### src/hdl/cfgv_pkg.sv
// Shared types, constants and helpers for the settings image validator.
// Used by cfgv_parser, cfgv_status and config_image_validator; depends on nothing.

package cfgv_pkg;

   localparam int MAX_ITEMS       = 1024;
   localparam int MAX_IMAGE_BYTES = 16384;

   localparam int IDX_W     = $clog2(MAX_ITEMS);
   localparam int POS_W     = $clog2(MAX_IMAGE_BYTES) + 1;
   localparam int FR_W      = 17;
   localparam int ENTRY_W   = 16;
   localparam int BUF_W     = 15;
   localparam int IDS_W     = 11;
   localparam int CNT_W     = 16;
   localparam int FREE_W    = 14;
   localparam int TAIL_BYTES = 4;
   localparam int DRAIN_W   = $clog2(TAIL_BYTES + 1);
   localparam int MIN_IMAGE_BYTES = 12;

   localparam int CSR_INDEX_W = 1;
   localparam int CSR_DATA_W  = BUF_W;

   localparam logic [CSR_INDEX_W-1:0] REG_BUFFER_SIZE = 1'b0;
   localparam logic [CSR_INDEX_W-1:0] REG_ID_TABLE    = 1'b1;

   localparam logic [BUF_W-1:0] BUFFER_SIZE_RESET = 15'd16384;
   localparam logic [IDS_W-1:0] ID_TABLE_RESET    = 11'd35;

   localparam logic [31:0] START_MAGIC = 32'h5343_7630;
   localparam logic [31:0] END_MAGIC   = 32'h5343_6564;

   localparam logic RESULT_ITEM   = 1'b0;
   localparam logic RESULT_STATUS = 1'b1;
   localparam logic STATUS_VALID    = 1'b0;
   localparam logic STATUS_REJECTED = 1'b1;

   localparam logic [2:0] TYPE_NONE        = 3'd0;
   localparam logic [2:0] TYPE_BIG_ARRAY   = 3'd1;
   localparam logic [2:0] TYPE_SMALL_ARRAY = 3'd2;
   localparam logic [2:0] TYPE_BYTE        = 3'd3;
   localparam logic [2:0] TYPE_SHORT       = 3'd4;
   localparam logic [2:0] TYPE_LONG        = 3'd5;
   localparam logic [2:0] TYPE_LONG_LONG   = 3'd6;
   localparam logic [2:0] TYPE_BOOL        = 3'd7;

   typedef struct packed {
      logic [7:0] data_byte;
      logic       last_byte;
   } req_type;

   typedef struct packed {
      logic        result_kind;
      logic        status;
      logic [13:0] item_offset;
      logic [2:0]  item_type;
      logic [5:0]  name_length;
      logic [16:0] data_length;
      logic [15:0] item_count;
      logic [13:0] free_bytes;
   } rsp_type;

   // Control from the handshake logic to the parser for one cycle.
   typedef struct packed {
      logic         item_go;
      req_type      item;
      logic         tail_go;
      logic [1:0]   tail_sel;
      logic         clear_go;
   } parse_ctl_type;

   typedef struct packed {
      logic              valid;
      logic [13:0]       offset;
      logic [2:0]        kind;
      logic [5:0]        name_len;
      logic [FR_W-1:0]   data_len;
   } rec_type;

   typedef struct packed {
      logic              error_seen;
      logic              phase_done;
      logic [POS_W-1:0]  byte_position;
      logic [POS_W-1:0]  running_offset;
      logic [CNT_W-1:0]  declared_count;
      logic [31:0]       tail_bytes;
   } summary_type;

   typedef struct packed {
      logic              ok;
      logic [FREE_W-1:0] free_bytes;
   } verdict_type;

   function automatic logic [FR_W-1:0] fixed_len(input logic [2:0] kind);
      logic [FR_W-1:0] len;
      case (kind)
         TYPE_BYTE:      len = 17'd1;
         TYPE_SHORT:     len = 17'd2;
         TYPE_LONG:      len = 17'd4;
         TYPE_LONG_LONG: len = 17'd8;
         TYPE_BOOL:      len = 17'd1;
         default:        len = 17'd0;
      endcase
      return len;
   endfunction

endpackage

### src/hdl/cfgv_status.sv
// Final verdict of an image: size and magic checks, id table bound and free space.
// Purely combinational from the parser summary; depends on cfgv_pkg.

module cfgv_status (
   input  cfgv_pkg::summary_type        summary,
   input  logic [cfgv_pkg::BUF_W-1:0]   buffer_size,
   input  logic [cfgv_pkg::IDS_W-1:0]   id_table_entries,
   output cfgv_pkg::verdict_type        verdict
);
   import cfgv_pkg::*;

   logic [IDS_W-1:0] ids_eff;
   logic [17:0]      lut_end;
   logic [17:0]      room;
   logic             fits;

   always_comb begin
      ids_eff = (id_table_entries == '0) ? IDS_W'(1) : id_table_entries;
      // The id table starts below the end magic; both values are two's complement.
      lut_end = 18'(buffer_size) - 18'd2 - {6'b0, ids_eff, 1'b0};
      room    = lut_end - 18'(summary.running_offset);
      fits    = !room[17];

      verdict.ok = !summary.error_seen && summary.phase_done && fits
                   && summary.byte_position >= POS_W'(MIN_IMAGE_BYTES)
                   && summary.byte_position <= POS_W'(buffer_size)
                   && summary.tail_bytes == END_MAGIC;

      if (!verdict.ok) begin
         verdict.free_bytes = '0;
      end else if (room[16:FREE_W] != '0) begin
         verdict.free_bytes = '1;
      end else begin
         verdict.free_bytes = room[FREE_W-1:0];
      end
   end

endmodule

### config.mk
export PLATFORM = sky130hd
export DESIGN_NAME = cfgv_status
export DESIGN_NICKNAME = d
export VERILOG_FILES = /design/src/hdl/cfgv_pkg.sv /design/src/hdl/cfgv_status.sv
export SDC_FILE = /design/constraint.sdc
export NUM_CORES = 1
export LEC_CHECK = 0
export BUFFER_PORTS_ARGS = -buffer_cell sky130_fd_sc_hd__buf_2
export CAP_MARGIN = 20
export CORE_ASPECT_RATIO = 0.5
export CORE_MARGIN = 3
export CORE_UTILIZATION = 43
export DETAILED_ROUTE_END_ITERATION = 7
export PLACE_DENSITY = 0.8
export SLEW_MARGIN = 40
export SYNTH_ARGS = -nofsm -noshare
export SYNTH_HDL_FRONTEND = slang
export SYNTH_SLANG_ARGS = --single-unit
export TNS_END_PERCENT = 1
### constraint.sdc
create_clock -name vclk -period 4.6
set_input_delay 0.92 -clock vclk [all_inputs]
set_output_delay 0.92 -clock vclk [all_outputs]
set_load 0.02 [all_outputs]
Word level (Yosys, flattened, before mapping)
Cells that the tools add are included.
{ "classes": {"addsub": 3, "multipliers": 0, "n_div": 0, "order_cmp": 2, "eq_ne": 1, "n_shift": 0, "n_mux": 3, "bitwise_logic": 0, "reduce_logical": 9} }
{ "ops": {"columns": ["cell", "n"], "rows": [
  ["equality test 32 x 31 -> 1 bit (second input constant)", 1],
  ["two-way mux 14 bit", 2],
  ["subtractor 17 x 16 -> 18 bit", 1],
  ["subtractor 16 x 13 -> 17 bit", 1],
  ["subtractor 15 x 2 -> 16 bit (second input constant)", 1],
  [">= comparator 15 x 4 -> 1 bit (second input constant)", 1],
  ["<= comparator 15 bit", 1],
  ["zero test 11 bit", 1],
  ["two-way mux 11 bit", 1],
  ["logical AND 1 bit", 5],
  ["nonzero test 3 bit", 1],
  ["zero test 1 bit", 2]
]} }
{ "word_totals": {"regBits": 0, "latchBits": 0, "ram_bits": 0, "rom_bits": 0, "output_inout_bits": 15, "word_cells": 18, "mem_count": 0} }

Logic depth before layout (Yosys ltp)
{ "depth": {"ltp_word": 10, "depth_mapped": 16, "mapped_depth_nobuf": 15} }

Worst setup path before layout
No wires, ideal clock.
{ "synth_timing": {"path_type": "input-to-output", "from": "input buffer_size[5] (netlist name)", "to": "output verdict[2] (netlist name)", "arrival_time_ns": 4.034, "t_required_ns": 3.680, "setup_slack_ns": -0.354, "stages": 15, "n_path_buf": 1, "path_cell_list": "nor3_1 nand3_1 nor3_1 nand3_1 xnor2_1 fa_1 ha_1 buf_4 a211oi_2 nor2_1 o31ai_2 nand3_2 xnor2_1 nor2_4 a31oi_1"} }
{ "synth_lines": {"columns": ["element", "line", "text"], "rows": [
  ["from (decl)", "cfgv_status.sv:6", "input logic [cfgv_pkg::BUF_W-1:0] buffer_size,"],
  ["to (decl)", "cfgv_status.sv:8", "output cfgv_pkg::verdict_type verdict"]
]} }

==> metrics.md <==
| Metric | Value |
|---|---|
| Outcome | `finished, violations left` |
| Violated checks | `setup timing` |
| Core Util, Final | `0.790` |
| Via count of the first global-routing pass | `approximately 2900` |
| Sequential cell area | `0 sq um` |
| I/O pin count | `about 120` |
| Post-route clock period utilization | `1.11` |
| Share of post-route cells with drive strength above 1 | `0.522` |
| DP Cell Count | `a little over 500` |
| Count of clock-net buffers in the final layout | `0` |
| Cell family contributing the most delay on the critical path | `simple AND/OR/NAND/NOR gates` |
| Power per cell area | `around 180 nW/um^2` |
| Die height | `about 56 microns` |
| Growth of design area from synthesis to finish | `69.9%` |
| Floorplan row count | `17` |
| Count of sequential standard cells | `0` |
| RSZ-0062 raised after global routing | `true` |
| Element type at the critical path start | `input pin` |
| Number of nets with antenna violations after detailed routing | `0` |
| Hold/Removal Path Class | `in -> out` |
| Initial antenna violation count | `0` |
| Most numerous cell types in the synthesized netlist | `sky130_fd_sc_hd__inv_1, sky130_fd_sc_hd__ha_1, sky130_fd_sc_hd__a21oi_1, sky130_fd_sc_hd__nand2_1, sky130_fd_sc_hd__xnor2_1` |
| Met2 capacity usage during global routing | `0.482` |
| Number of max-cap violations | `0` |
| Busiest layer in global routing | `met2` |
| Worst VDD drop | `about 0.083 mV` |
| Area post-placement | `3220 sq um` |
| Worst slew pin tran | `roughly 0.61 ns` |
| Met3 GRT Util | `0.0359` |
| Normalized max-slew margin | `0.586` |
| Xor-xnor portion of the synthesized cell area | `0.110` |
| Tmin final | `approximately 5.1 ns` |
| WL/cell | `17.1 microns` |
| Syn_nets | `443` |
| Via density per instance | `5.64` |
| Fmax | `between 150 and 200 MHz` |
| Leakage power of the design | `around 0.0018 uW` |
| Largest net degree at the start of global routing | `9` |
| Cell with the most instances after synthesis | `sky130_fd_sc_hd__inv_1` |
| Post-synthesis share of cell area spent on full adders, half adders and majority gates | `0.320` |
| Standard cell with the maximum stage delay on the critical path | `sky130_fd_sc_hd__fa_1` |
| Combinational family with the most area after synthesis | `adder cells` |
| Critical path peak fanout | `7` |
| CP peak stage delay | `~0.47 ns` |
| Global-route wire length before repair | `13000 microns` |
| Drc violations | `0` |
| Post-route design area | `between 3000 and 4000 sq um` |
| Worst Path Buf+Inv | `5` |
| Initial cell density of the core | `0.465` |
| Finish-stage setup viols | `15` |
| Gate Count Post-Synth | `between 200 and 300` |
| DRC violation total after the first TritonRoute iteration | `between 150 and 200` |
| Cell type with the largest total area after synthesis | `sky130_fd_sc_hd__ha_1` |
| Crit path kind | `in -> out` |
| Top-area cell type share of the netlist area | `0.217` |
| Most frequent CP cell | `sky130_fd_sc_hd__buf_4` |
| Final hold viol count | `0` |
| Unique cell type count in the Yosys netlist | `between 50 and 60` |
| Sequential area share after synthesis | `0` |
| Share of synthesized cell area in and, or, nand and nor gates | `0.251` |
| Startpoint of the most critical hold path | `summary[48]` |
| Gr usage total | `0.262` |
| Post-synthesis mux area share | `0` |
| Largest cells by area after synthesis | `sky130_fd_sc_hd__ha_1, sky130_fd_sc_hd__fa_1, sky130_fd_sc_hd__inv_1` |
| Pins Over Slew Limit | `0` |
| Vias after detailed routing | `between 2000 and 3000` |
| Worst hold stages | `4` |
| Core region area | `4590 sq um` |
| Filler Cells Inserted | `about 300` |
| Count of buffers inserted at the top-level ports | `approximately 110` |
| CP Data Arrival Time | `~4.2 ns` |
| Worst endpoint required time | `roughly 3.7 ns` |
| Total Wirelength | `between 8000 and 9000 microns` |
| Multi-input combinational cell area | `between 2000 and 2500 sq um` |
| Smallest hold slack | `between 2 and 2.5 ns` |
| Number of inserted diodes | `0` |
| Mapped cell area | `about 2100 sq um` |
| Worst setup margin | `-0.503 ns` |
| Final HPWL DP | `between 6000 and 7000 microns` |
| Share of the synthesized area in compound gates (AO/OA/AOI/OAI) | `0.204` |
| Syn. warnings | `0` |
| Met1 Usage GRT | `0.324` |
| Total die area | `just under 6000 sq um` |
| Number of nets in the final layout | `approximately 610` |
| Terminating pin of the worst hold path | `verdict[0]` |
| Post-placement worst setup slack | `-0.748 ns` |
| Ordered list of cells on the worst path | `buf_2, nor4_4, nand3_2, buf_6, nor2_4, xnor2_2, fa_1, ha_4, buf_4, o21ai_0, nor2_1, o21ai_2, o211ai_2, xor2_2, nor3_4, buf_12, a21oi_2, buf_4` |
| Weighted congestion at the end of routability-driven global placement | `a little under 0.9` |
| Sum of overflow across all layers after global routing | `0` |
| Post-Synthesis Mean Instance Area | `between 7 and 8 sq um` |
| Filler-free cell count of the finished design | `slightly above 500` |
| Kind of end point of the critical path | `primary output` |
| X dimension of the die | `roughly 110 microns` |
| Initial DRT Pass Iterations | `5` |
==> placed cells by master, fill, tap and decap left out, drive strengths merged, types with 8 or more instances in the layout <==
master / netlist / final
nor3: 13 / 13
nor2: 11 / 11
nor4: 10 / 10
ha: 37 / 37
buf: 5 / 169
xor2: 11 / 11
nand3: 11 / 11
a31oi: 9 / 9
inv: 51 / 51
fa: 11 / 11
xnor2: 15 / 15
a21oi: 24 / 24
o21ai: 14 / 14
nand4: 8 / 8
nand2: 18 / 18
==> cell families (layout without fill, tap and decap cells) <==
group / after synthesis / count (layout)
and+or+nand+nor: 89 / 89
adders and majority gates: 48 / 48
xor gates and xnor gates: 26 / 26
AOI/OAI and AO/OA: 67 / 67
buffers and inverters: 59 / 222
==> final cells by class <==
cell class,instances,share of cell area
tap,66,0.0227
multi-input combinational,230,0.619
inverter,52,0.0538
timing repair buffer,170,0.304
==> per-stage QoR <==
step	setup TNS (ns)	total power, uW
6_report	-7.15	653
5_1_grt	-9.12	706
4_1_cts	-5.62	596
3_5_place_dp	-10.09	524
3_3_place_gp	-8.15	504
2_1_floorplan	-3.34	327
==> power breakdown <==
group | switching [uW] | internal [uW] | leakage, uW
registers | 0 | 0 | 0
clock network | 0 | 0 | 0
logic | 343 | 310 | 0.00182
total | 343 | 310 | 0.00182
==> timing repair <==
action,4_1_cts,5_1_grt
hold buffers,0,0
buffers inserted,5,2
gates cloned,1,0
gates resized for setup,44,23
pin swaps,10,19
setup endpoints to repair,15,15
==> routing by layer <==
metal	wire length [microns]	up-vias
li1	-	1347
met1	3480	1371
met2	4380	156
met3	683	47
met4	335	0
met5	0	-
==> tightest hold or removal path, cell delays in order <==
cell and delay [ns]:
sky130_fd_sc_hd__buf_2 0.08, sky130_fd_sc_hd__ha_1 0.13, sky130_fd_sc_hd__a21oi_2 0.05, sky130_fd_sc_hd__buf_4 0.14
==> worst max path at each step <==
stage / slack (ns) / start / depth (start not counted) / end
3_5_place_dp: -0.75 / buffer_size[6] / 16 / verdict[0]
4_1_cts: -0.40 / buffer_size[5] / 16 / verdict[12]
3_3_place_gp: -0.62 / buffer_size[6] / 16 / verdict[0]
5_1_grt: -0.64 / buffer_size[5] / 16 / verdict[2]
6_report: -0.50 / buffer_size[5] / 18 / verdict[0]
2_1_floorplan: -0.27 / buffer_size[1] / 16 / verdict[0]
No activity file was read; power rests on OpenSTA's default activity.
